### src/fht_ram.sv
// Generic single-write, single-read memory with registered read data.
module fht_ram #(
   parameter int WIDTH = 8,
   parameter int DEPTH = 256
) (
   input  logic                     clock,
   input  logic                     we,
   input  logic [$clog2(DEPTH)-1:0] waddr,
   input  logic [WIDTH-1:0]         wdata,
   input  logic [$clog2(DEPTH)-1:0] raddr,
   output logic [WIDTH-1:0]         rdata
);

   logic [WIDTH-1:0] mem [DEPTH];

   always_ff @(posedge clock) begin
      if (we) begin
         mem[waddr] <= wdata;
      end
      rdata <= mem[raddr];
   end

endmodule

### config.mk
export PLATFORM = sky130hd
export DESIGN_NAME = fht_ram
export DESIGN_NICKNAME = d
export VERILOG_FILES = /design/src/fht_ram.sv
export SDC_FILE = /design/constraint.sdc
export NUM_CORES = 2
export LEC_CHECK = 0
export ABC_CLOCK_PERIOD_IN_PS = 2200
export BUFFER_PORTS_ARGS = -buffer_cell sky130_fd_sc_hd__buf_2
export CAP_MARGIN = 10
export CORE_MARGIN = 5
export CORE_UTILIZATION = 42
export DETAILED_ROUTE_END_ITERATION = 8
export GPL_TIMING_DRIVEN = 0
export PLACE_DENSITY = 0.59
export RECOVER_POWER = 50
export SLEW_MARGIN = 30
export SYNTH_ARGS = -nofsm -noshare
export SYNTH_HDL_FRONTEND = slang
export SYNTH_SLANG_ARGS = --single-unit
### constraint.sdc
create_clock -name clock -period 2.2 [get_ports clock]
set_input_delay 0.22 -clock clock [delete_from_list [all_inputs] [get_ports clock]]
set_output_delay 0.22 -clock clock [all_outputs]
set_load 0.05 [all_outputs]
==> flow_summary.json <==
{
  "power_frac_clock_pct": 41.8,
  "finalWorstSetupSlack_ps": -306,
  "end_kind": "flop",
  "power_density_nw_per_um2": 898,
  "cp_max_fo": 10,
  "fmax_ghz": 0.399,
  "cts_sinks": 2056,
  "cap_violations": 6,
  "dieArea_um2": 198000,
  "place_ws_ps": -2340,
  "ir_drop_mv": 0.721,
  "chipWidth_um": 445,
  "vias": 41500,
  "grt_usage_pct": 24.7,
  "grt_max_degree": 113,
  "synth-edff-count": 2048,
  "p_total_mw": 83.4,
  "globalplace.congestion": 0.947,
  "violations": "capacitance limit, slew limit, setup timing",
  "leakage_nw": 28.4,
  "core-area_um2": 188000,
  "pwr-share-comb_pct": 6.4,
  "nets": 4051,
  "reg2reg_depth": 6,
  "clock_path_buffers": 3,
  "status": "finished with violations",
  "yosysWarnings": 0,
  "wirelength_mm": 248,
  "final.setup_skew_ps": 30.8,
  "worstSetupStartpointType": "primary input",
  "layout-drive-gt1-share_pct": 32.2,
  "h-tree-depth": 4,
  "fin_crit_ps": 2510,
  "hpwlAfterDp_mm": 169,
  "internal_power_mw": 64.6,
  "wl_per_cell_um": 37.0,
  "initial_utilization_pct": 42.3,
  "ys.flop_type": "edfxtp_1",
  "drtIter0Drc": 5662,
  "ys_seq_elements": 2056,
  "p_sw_share_pct": 22.6,
  "num-fill-cells": 15200,
  "required_ps": 2880,
  "hold_class": "primary input to flop",
  "drt_pass1_iterations": 6,
  "synth-compound-area-share_pct": 3.42,
  "synth_mux_area_share_pct": 14.6,
  "drc": 0,
  "hold_violations": 0,
  "area_growth_pct": 16.7,
  "pwr-share-seq_pct": 51.8,
  "rows": 159,
  "rsz0062_at_grt": "yes",
  "viasPerCell": 6.20,
  "synth_cells": 3733,
  "cts_root_buffer": "clkbuf_16",
  "pin_count": 34,
  "ys_types": 55,
  "synthArstFlopShare_pct": 0,
  "synthAdderAreaFrac_pct": 0,
  "chipHeight_um": 445,
  "synthSimpleGateAreaFrac_pct": 2.63,
  "synth-seq-area-share_pct": 77.5,
  "synth_area_um2": 79600,
  "grt-ovfl-total": 0,
  "cts_tree": "yes",
  "grt_pass1_wl_mm": 337,
  "hold_slack_ps": 262,
  "synth_top_family_by_area": "multiplexers",
  "holdPathStages": 3,
  "synth-xor-area-share_pct": 0,
  "critical_path_class": "primary input to flop",
  "antenna_found_initial": 18,
  "syn_nets": 3759,
  "syn_avg_cell_area_um2": 21.3,
  "clk_pin_slew_ps": 60,
  "io_buffers": 26,
  "setup_viol": 727,
  "arrival_ps": 3190,
  "relSlewSlack_pct": -40.3,
  "fin_crit_sh_pct": 114,
  "clock_latency_ps": 830,
  "power_switching_mw": 18.8,
  "cts_inserted_buffers": 202,
  "tightest_slew_ps": 2100,
  "first_global_vias": 40500,
  "slew_violations": 410,
  "drtAntennaViolNets": 0
}
## stage by stage
step	instance area, µm²	cells	utilization (%)	TNS, ps
2_1_floorplan	79600	3733	-	0
3_3_place_gp	82800	6254	44.0	-6913360
3_5_place_dp	84200	6300	44.7	-1649410
4_1_cts	92200	6685	49.0	-1350
5_1_grt	92800	6692	49.3	-98630
6_report	92800	6697	49.3	-55540
## state kept, by name, summed over array words and instances, names as in the netlist
name / cells
mem: 2048
rdata: 8
## cell families after synthesis
kind of cell | after synthesis
buffers and inverters | 235
DFF | 2056
and+or+nand+nor | 466
AOI/OAI and AO/OA | 385
muxes | 591
## worst max-delay path, stage by stage
cell	delay (ps)
buf_2	110
buf_2	390
nor2b_1	190
clkbuf_1	700
a211oi_1	180
a311oi_1	530
o221ai_1	290
a211oi_4	420
nor4_4	140
## power by group through the flow
| stage | sequential (mW) | combinational [mW] | clock, mW |
|---|---|---|---|
| final | 43.2 | 5.34 | 34.8 |
| after CTS | 43.2 | 5.17 | 35.0 |
| after global routing | 43.2 | 5.43 | 36.8 |
| after detailed placement | 44.0 | 4.86 | 0 |
| after global placement | 44.2 | 4.57 | 0 |
| after floorplan | 44.1 | 2.10 | 0 |
## final cells by class
class | count | area (µm²) | area share (%)
inverters | 2 | 11.3 | 0.0121
clock inverters | 137 | 1350 | 1.46
diodes | 7 | 17.5 | 0.0189
multi-input cells | 1442 | 18300 | 19.7
plain buffers | 230 | 1930 | 2.08
well taps | 2495 | 3120 | 3.36
flip-flops and latches | 2056 | 61700 | 66.4
repair buffers | 91 | 1220 | 1.32
clock buffers | 237 | 5250 | 5.65
## path summary, 6_finish.rpt
path | end | slack (ps) | from
hold reg to reg | rdata[7] | 1380 | mem[147][7]
hold / removal | mem[116][0] | 260 | waddr[4]
setup / recovery | rdata[5] | -310 | raddr[3]
setup reg to reg | rdata[5] | -300 | mem[35][5]
## layer usage
metal	share of wire, %	track usage (%)	vias to the layer above
li1	-	-	16300
met1	38	33.4	22200
met2	46	38.0	2490
met3	11	6.90	488
met4	5.0	10.7	0
met5	0	0	-
## cell usage in the layout, fill, tap and decap left out, types with 9 or more instances in the layout
master / n
a211oi_2: 9
a21oi_1: 72
a21oi_2: 17
a22oi_1: 123
a22oi_2: 10
buf_12: 16
buf_16: 27
buf_2: 45
buf_4: 49
buf_6: 43
buf_8: 19
bufinv_16: 22
clkbuf_1: 68
clkbuf_16: 205
clkbuf_2: 41
clkbuf_4: 31
clkinv_1: 51
clkinv_2: 40
edfxtp_1: 2048
mux2i_1: 131
mux4_2: 455
nand2_1: 31
nand3_1: 25
nand3_2: 9
nand4_1: 10
nor2_1: 106
nor2_2: 135
nor2_4: 41
nor2b_1: 24
nor3_4: 9
nor4_4: 24
o211ai_1: 10
o221ai_1: 34
o221ai_2: 13
o22ai_1: 27
## cell usage after synthesis, drive strengths merged (22+ instances only)
master / n / area, µm²
a21oi: 96 / 480
a22oi: 133 / 998
buf: 122 / 1030
clkbuf: 111 / 417
edfxtp: 2048 / 61500
mux2i: 134 / 1340
mux4: 456 / 10300
nand2: 33 / 124
nand3: 34 / 170
nor2: 282 / 1060
nor2b: 31 / 194
nor3: 22 / 110
nor4: 27 / 188
o221ai: 47 / 418
o22ai: 28 / 175
## what timing repair did
action | 4_1_cts | 5_1_grt
hold endpoints to repair | 501 | 0
hold buffers | 8 | 0
setup endpoints to repair | 887 | 1000
resized for setup | 343 | 218
pin swaps | 26 | 35
setup buffers | 6 | 8
(Power assumes the default switching activity.)
