**src/fht_pkg.sv**
```systemverilog
// Shared constants, codes and helper functions of the chained hash table.
package fht_pkg;

   localparam int MAX_BUCKETS   = 1024;
   localparam int NODE_SLOTS    = 256;
   localparam int KEY_MAX_BYTES = 8;

   localparam int BKT_W    = $clog2(MAX_BUCKETS);
   localparam int SLOT_W   = $clog2(NODE_SLOTS);
   localparam int HEAD_W   = SLOT_W + 1;   // valid bit on top of the slot
   localparam int PREV_W   = BKT_W + 1;    // head flag on top of bucket or slot
   localparam int CNT_W    = $clog2(NODE_SLOTS + 1);
   localparam int KEY_W    = 64;
   localparam int HASH_W   = 32;
   localparam int CFG_W    = 4;
   localparam int NBYTE_W  = 4;

   localparam logic [HASH_W-1:0] FNV_BASIS = 32'd2166136261;
   localparam logic [HASH_W-1:0] FNV_PRIME = 32'd16777619;

   localparam logic [2:0] OP_FIND     = 3'd0;
   localparam logic [2:0] OP_ADD      = 3'd1;
   localparam logic [2:0] OP_DEL_KEY  = 3'd2;
   localparam logic [2:0] OP_DEL_SLOT = 3'd3;
   localparam logic [2:0] OP_EMPTY    = 3'd4;

   localparam logic [1:0] ST_OK      = 2'd0;
   localparam logic [1:0] ST_KEY     = 2'd1;
   localparam logic [1:0] ST_SLOT    = 2'd2;

   localparam logic CSR_BUCKET_BITS = 1'b0;
   localparam logic CSR_KEY_BYTES   = 1'b1;

   // clamp the key byte count to 1..KEY_MAX_BYTES
   function automatic logic [NBYTE_W-1:0] eff_bytes(input logic [CFG_W-1:0] kb);
      if (kb == '0) begin
         return NBYTE_W'(1);
      end else if (kb > CFG_W'(KEY_MAX_BYTES)) begin
         return NBYTE_W'(KEY_MAX_BYTES);
      end
      return kb;
   endfunction

   function automatic logic [KEY_W-1:0] key_mask(input logic [NBYTE_W-1:0] n);
      logic [KEY_W-1:0] m;
      m = '0;
      for (int i = 0; i < KEY_W / 8; i++) begin
         if (NBYTE_W'(i) < n) begin
            m[i*8 +: 8] = 8'hFF;
         end
      end
      return m;
   endfunction

   // low hash bits under the bucket mask, saturated at the table size
   function automatic logic [BKT_W-1:0] bucket_of(input logic [HASH_W-1:0] h,
                                                  input logic [CFG_W-1:0]  bb);
      logic [BKT_W-1:0] m;
      m = '0;
      for (int i = 0; i < BKT_W; i++) begin
         if (CFG_W'(i) < bb || (i == 0)) begin
            m[i] = 1'b1;
         end
      end
      return h[BKT_W-1:0] & m;
   endfunction

endpackage

```
**src/fht_fnv.sv**
```systemverilog
// Serial FNV-1a hash unit, one key byte per cycle.
module fht_fnv (
   input  logic                            clock,
   input  logic                            reset,
   input  logic                            start,
   input  logic [fht_pkg::KEY_W-1:0]       key,
   input  logic [fht_pkg::NBYTE_W-1:0]     nbytes,
   output logic                            done,
   output logic [fht_pkg::HASH_W-1:0]      hash
);

   logic [fht_pkg::HASH_W-1:0]  v_ff, v_in;
   logic [fht_pkg::KEY_W-1:0]   key_ff;
   logic [fht_pkg::NBYTE_W-1:0] cnt_ff;
   logic                        run_ff;
   logic                        done_ff;

   // one round: fold in the low byte, multiply by the prime
   assign v_in = fht_pkg::HASH_W'((v_ff ^ {24'd0, key_ff[7:0]}) * fht_pkg::FNV_PRIME);

   always_ff @(posedge clock) begin
      if (reset) begin
         run_ff  <= 1'b0;
         done_ff <= 1'b0;
      end else begin
         done_ff <= 1'b0;
         if (start) begin
            v_ff   <= fht_pkg::FNV_BASIS;
            key_ff <= key;
            cnt_ff <= nbytes;
            run_ff <= 1'b1;
         end else if (run_ff) begin
            v_ff   <= v_in;
            key_ff <= key_ff >> 8;
            cnt_ff <= cnt_ff - 1'b1;
            if (cnt_ff == fht_pkg::NBYTE_W'(1)) begin
               run_ff  <= 1'b0;
               done_ff <= 1'b1;
            end
         end
      end
   end

   assign done = done_ff;
   assign hash = v_ff;

   property p_no_start_busy;
      @(posedge clock) disable iff (reset) start |-> !run_ff;
   endproperty
   a_no_start_busy: assert property (p_no_start_busy) else $error("fnv restarted while busy");

   property p_done_after_run;
      @(posedge clock) disable iff (reset) $rose(done_ff) |-> $past(run_ff);
   endproperty
   a_done_after_run: assert property (p_done_after_run) else $error("fnv done without run");

   property p_cnt_nonzero;
      @(posedge clock) disable iff (reset) run_ff |-> cnt_ff != '0;
   endproperty
   a_cnt_nonzero: assert property (p_cnt_nonzero) else $error("fnv count underflow");

endmodule
```
**config.mk**
```make
export PLATFORM = sky130hd
export DESIGN_NAME = fht_fnv
export DESIGN_NICKNAME = d
export VERILOG_FILES = /design/src/fht_pkg.sv /design/src/fht_fnv.sv
export SDC_FILE = /design/constraint.sdc
export NUM_CORES = 1
export LEC_CHECK = 0
export ABC_CLOCK_PERIOD_IN_PS = 8600
export BUFFER_PORTS_ARGS = -buffer_cell sky130_fd_sc_hd__clkbuf_2
export CORE_MARGIN = 2
export CORE_UTILIZATION = 35
export DETAILED_ROUTE_END_ITERATION = 6
export PLACE_DENSITY_LB_ADDON = 0.05
export SETUP_SLACK_MARGIN = 0.3
export SLEW_MARGIN = 20
export SYNTH_ARGS = -nofsm -noshare
export SYNTH_HDL_FRONTEND = slang
export SYNTH_SLANG_ARGS = --single-unit
export TNS_END_PERCENT = 100
```
**constraint.sdc**
```tcl
create_clock -name clock -period 8.6 [get_ports clock]
set_input_delay 2.58 -clock clock [delete_from_list [all_inputs] [get_ports clock]]
set_output_delay 2.58 -clock clock [all_outputs]
set_load 0.1 [all_outputs]
```
==> results of run 1 <==
## kinds of logic after synthesis
kind of cell / Yosys count
simple gates: 103
buf+inv: 202
xor+xnor: 51
mux: 58
compound gates: 75
flops: 102
fa+ha+maj: 258
## cells in the final DEF (no fill, tap or decap), types with 3 or more instances in the layout
cell and n:
a21o_1 8, a21oi_1 21, a31oi_1 4, and2_1 11, clkbuf_16 9, clkbuf_2 102
edfxtp_1 100, fa_1 74, ha_1 184, inv_1 189, mux2_2 57, nand2_1 17
nand2b_1 12, nand3_1 7, nor2_1 26, nor2b_1 4, nor3_1 10, nor3b_1 3
o21a_1 4, o21ai_0 16, o21bai_1 5, xnor2_1 32, xor2_1 19
## per-stage QoR
stage / hold WS (ps) / utilization [%]
detailed placement: 491 / 39.4
finish: 518 / 40.6
floorplan: 471 / -
CTS: 521 / 40.6
global route: 536 / 40.6
global placement: 498 / 39.4
## critical path, cell delays in order (launching register included)
cell and delay [ps]:
edfxtp_1 420, xnor2_1 480, inv_1 390, ha_1 380
ha_1 290, fa_1 440, ha_1 220, fa_1 480
ha_1 290, inv_1 50, fa_1 530, inv_1 40
ha_1 350, inv_1 110, nor2_1 50, o21ai_1 120
nand2_1 60, a221o_1 370, o21ai_0 300, nand2b_1 90
a21oi_1 190, mux2i_1 230
## layout make-up
type                    count  area (µm²)
well taps                 372         465
inverters                 189         709
fillers                  2691       16100
repair buffers            105         546
multi-input cells         545        5900
clock inverters             7         103
clock buffers               9         225
flip-flops and latches    102        3040
## metal layers
layer / wire length, µm / share of wire, % / up-vias / global-route usage (%)
met1: 10700 / 49 / 2851 / 22.3
met4: 256 / 1.2 / 0 / 3.53
met3: 737 / 3.3 / 14 / 2.45
li1: - / - / 3041 / -
met2: 10300 / 47 / 88 / 26.6
met5: 0 / 0 / - / 0
## path summary, 6_finish.rpt
path / startpoint / endpoint / slack (ps) / cells after the start
setup / recovery: hash[7] / hash[24] / 2550 / 21
hold / removal: run_ff / done / 520 / 1
setup reg to reg: hash[7] / hash[24] / 2550 / 21
hold reg to reg: run_ff / done / 520 / 1
## flip-flops by register name, indices dropped and copies added (netlist names)
register	flops
run_ff	1
key_ff	64
hash	32
done	1
cnt_ff	4
==> flow_metrics.tcl, run 1 <==
set metrics [dict create \
    grt_pass1_wl_mm 35.7 \
    synth_top_cell_by_area "edfxtp_1" \
    ios 104 \
    yosys.area_share.adder_pct 39.0 \
    hold_viol_final 0 \
    h-tree-depth 3 \
    fin_skew_ps 10.8 \
    synth_simple_gate_area_share_pct 5.46 \
    synth-seq-cells 102 \
    num_antenna_cells 0 \
    synth_xor_area_share_pct 4.60 \
    fin_setup_tns_ps 0 \
    final_cell_area_um2 11000 \
    setup_viol 0 \
    muxShareOfSynthArea_pct 6.71 \
    grt_pass1_vias 6530 \
    synth_top_area_share_pct 30.9 \
    synth.area.top_cells "edfxtp_1 31%, ha_1 24%, fa_1 15%, inv_1 7.3%, mux2_2 6.6%" \
    cts_made_buffers 9 \
    clk_pin_slew_ps 80 \
    drc 0 \
    finalCritPeriodShare_pct 70.4 \
    drt_wl_total_mm 22.0 \
    initial_core_util_pct 35.8 \
    worstHoldPathType "register to register" \
    viasPerCell 4.51 \
    design.core.area_um2 27100 \
    cts_sinks 102 \
    die-height_um 171 \
    drtPass1Iterations 4 \
    start_kind "register" \
    grt_max_degree 76 \
    place_hpwl_mm 17.7 \
    nets 1281 \
    drive_gt1_share_pct 19.6 \
    placedCellCount 1313 \
    synth_most_common_cell "inv_1" \
    cts_tree "done" \
    pre_cts_ws_ps 2560 \
    yosysSeqAreaShare_pct 31.3 \
    fin_ws_ps 2550 \
    layout_min_cycle_time_ps 6050 \
    final_cells 1329 \
    std_cell_rows 60 \
    tightest_slew_ps 904 \
    postCtsSetupBuffers 0 \
    cts_hold_buffers 0 \
    maxSlewHeadroom_pct 39.6 \
    critical_path_arrival_ps 6250 \
    timing.fmax_mhz 165 \
    synth-compound-area-share_pct 4.96 \
    crit_type "register to register" \
    synthFlopType "edfxtp_1" \
    synth_area_um2 9710 \
    syn_nets 1178 \
    dieArea_um2 29100 \
    overflow 0 \
    clock_latency_ps 360 \
    cts_resized 0 \
    io_buffers 103 \
    synth_enable_flop_cells 100 \
    vias 5994 \
    grt_antenna_before_repair 0 \
    wire_per_inst_um 16.6 \
    drt_iter0_markers 235 \
    rsz0062_at_grt "no" \
    clockBufferDepth 2 \
    outcome "finished clean" \
    ys_top_cells_by_count "189 x inv_1, 184 x ha_1, 100 x edfxtp_1" \
    yosysUniqueCellTypes 48 \
    maxSlewViolCount 0 \
    fp.dieW_um 171 \
    avgSynthCellArea_um2 11.4 \
    post_dp_cell_area_um2 10700 \
    root_buffer "clkbuf_16" \
    crit_required_ps 8790 \
    ant_nets 0 \
    yosysWarningCount 0 \
    synth_top_family_by_area "adder cells" \
    netlist_instances 849 \
    area_growth_pct 13.2 \
    path_max_fanout 6 \
    end_kind "register" \
    max-cap-violations 0 \
    synthArstFlopShare_pct 0 \
    gp_congestion 0.799 \
    track_usage_pct 16.1 \
]
Power of run 1 is left out: the tool's default activity adds up to more than one toggle a clock period on the data nets, which glitch-free logic cannot reach.
==> run 2: changes to the inputs <==
--- a/config.mk
+++ b/config.mk
@@ -5,7 +5,7 @@
 export SDC_FILE = /design/constraint.sdc
 export NUM_CORES = 1
 export LEC_CHECK = 0
-export ABC_CLOCK_PERIOD_IN_PS = 8600
+export ABC_CLOCK_PERIOD_IN_PS = 6100
 export BUFFER_PORTS_ARGS = -buffer_cell sky130_fd_sc_hd__clkbuf_2
 export CORE_MARGIN = 2
 export CORE_UTILIZATION = 35
==> constraint.sdc (replaced) <==
create_clock -name clock -period 6.1 [get_ports clock]
set_input_delay 1.83 -clock clock [delete_from_list [all_inputs] [get_ports clock]]
set_output_delay 1.83 -clock clock [all_outputs]
set_load 0.1 [all_outputs]
==> run 2 against run 1 <==
Effect of this change:
- final cell count increased by 1.1%
- sequential share of layout area fell by 0.53 points
- clock skew decreased by 3.9 ps
- flip-flop and latch count stayed put
- non-clock buffer count rose by 15
- via count grew 1.0%
- die area is the same
- worst setup slack lost 2000 ps
- register-to-register slack got worse by 2000 ps
- critical path type unchanged
- largest cell class unchanged
==> flow_metrics.tcl, run 2 (same netlist as run 1, synthesis figures left out) <==
set metrics [dict create \
    grt_max_degree 85 \
    cts_sinks 102 \
    gp_congestion 0.758 \
    cts_tree "done" \
    track_usage_pct 16.2 \
    fin_setup_tns_ps 0 \
    clock_latency_ps 360 \
    finalCritPeriodShare_pct 90.3 \
    path_max_fanout 6 \
    dieArea_um2 29100 \
    drive_gt1_share_pct 22.5 \
    std_cell_rows 60 \
    design.core.area_um2 27100 \
    place_hpwl_mm 18.0 \
    fin_skew_ps 6.92 \
    grt_pass1_vias 6559 \
    final_cell_mix "187 x inv_1, 182 x ha_1, 102 x clkbuf_2" \
    grt_pass1_wl_mm 35.7 \
    outcome "finished clean" \
    max-cap-violations 0 \
    viasPerCell 4.51 \
    initial_core_util_pct 35.8 \
    cts_hold_buffers 0 \
    die-height_um 171 \
    busiest_layer "met2" \
    crit_required_ps 6170 \
    worstHoldPathType "register to register" \
    rsz0062_at_grt "yes" \
    vias 6056 \
    fp.dieW_um 171 \
    wire_per_inst_um 16.4 \
    hold_viol_final 0 \
    critical_path_arrival_ps 5580 \
    drt_wl_total_mm 22.0 \
    io_buffers 103 \
    top_register "key_ff" \
    clockBufferDepth 2 \
    ant_nets 0 \
    use_met1_pct 22.8 \
    timing.fmax_mhz 182 \
    grt_antenna_before_repair 0 \
    start_kind "register" \
    drtPass1Iterations 4 \
    drc 0 \
    overflow 0 \
    nFillCells 2709 \
    setup_viol 0 \
    maxSlewHeadroom_pct 42.8 \
    end_kind "register" \
    maxSlewViolCount 0 \
    nets 1296 \
    clk_pin_slew_ps 80 \
    root_buffer "clkbuf_16" \
    largest_reg_flops 64 \
    h-tree-depth 3 \
    cts_made_buffers 9 \
    regArea_um2 3040 \
    num_antenna_cells 0 \
    drt_iter0_markers 188 \
    grtUsageMet2_pct 26.6 \
    area_growth_pct 15.4 \
    placedCellCount 1326 \
    final_common_cell "inv_1" \
    ios 104 \
    crit_type "register to register" \
    tightest_slew_ps 858 \
    layout_min_cycle_time_ps 5510 \
    final_cells 1344 \
    grtUsageMet3_pct 2.29 \
    multi_input_area_um2 6020 \
]
## run 2: cell count changes in the layout (fill, tap and decap cells not counted), sizes merged
cell / before / now
buf: 3 / 18
bufinv: 1 / 0
clkinv: 3 / 6
inv: 192 / 190
## run 2: what timing repair did
item / CTS / global route
pin swaps: 1 / 3
gates resized for setup: 1 / 19
setup buffers: 0 / 2
endpoints found under the hold margin: 0 / 0
cloned: 0 / 0
setup endpoints to repair: 2 / 10
## run 2: area by class of cell
class | instances | area share, %
Clock buffer | 9 | 2.01
Clock inverter | 7 | 0.815
Inverter | 189 | 6.33
Multi-Input combinational cell | 545 | 53.7
Sequential cell | 102 | 27.1
Tap cell | 372 | 4.15
Timing Repair Buffer | 120 | 5.87
## run 2: worst paths after layout
| path | start | slack [ps] | cells past startpoint | endpoint |
|---|---|---|---|---|
| setup / recovery | hash[6] | 590 | 22 | hash[30] |
| hold / removal | run_ff | 520 | 1 | done |
| setup reg to reg | hash[6] | 590 | 22 | hash[30] |
| hold reg to reg | run_ff | 520 | 1 | done |
## run 2: metal layers
| layer | vias up | part of all wire, % |
|---|---|---|
| met2 | 67 | 48 |
| met4 | 0 | 0.92 |
| met1 | 2908 | 48 |
| li1 | 3072 | - |
| met3 | 9 | 3.1 |
| met5 | - | 0 |
## run 2: critical path: stages, from the launching register on
cell and delay [ps]:
edfxtp_1 470, xor2_2 200, ha_1 300, ha_1 190
inv_1 70, fa_1 500, inv_1 40, ha_1 200
fa_1 440, ha_1 290, inv_1 40, fa_1 470
inv_1 40, ha_1 450, nand3_1 100, or2_0 240
nor3_2 130, nand3_2 180, a21oi_4 220, o211ai_1 140
a311oi_2 310, o21a_1 150, nor3_1 40
## run 2: through the flow
step | instance area (µm²) | setup WS [ps] | hold slack (ps) | utilization, %
after floorplan | 9720 | 340 | 471 | -
after global placement | 10800 | 402 | 504 | 39.7
after detailed placement | 10800 | 318 | 491 | 39.7
after CTS | 11100 | 319 | 518 | 40.9
after global routing | 11200 | 280 | 539 | 41.4
final | 11200 | 590 | 515 | 41.4
Power of run 2 is left out for the same reason.
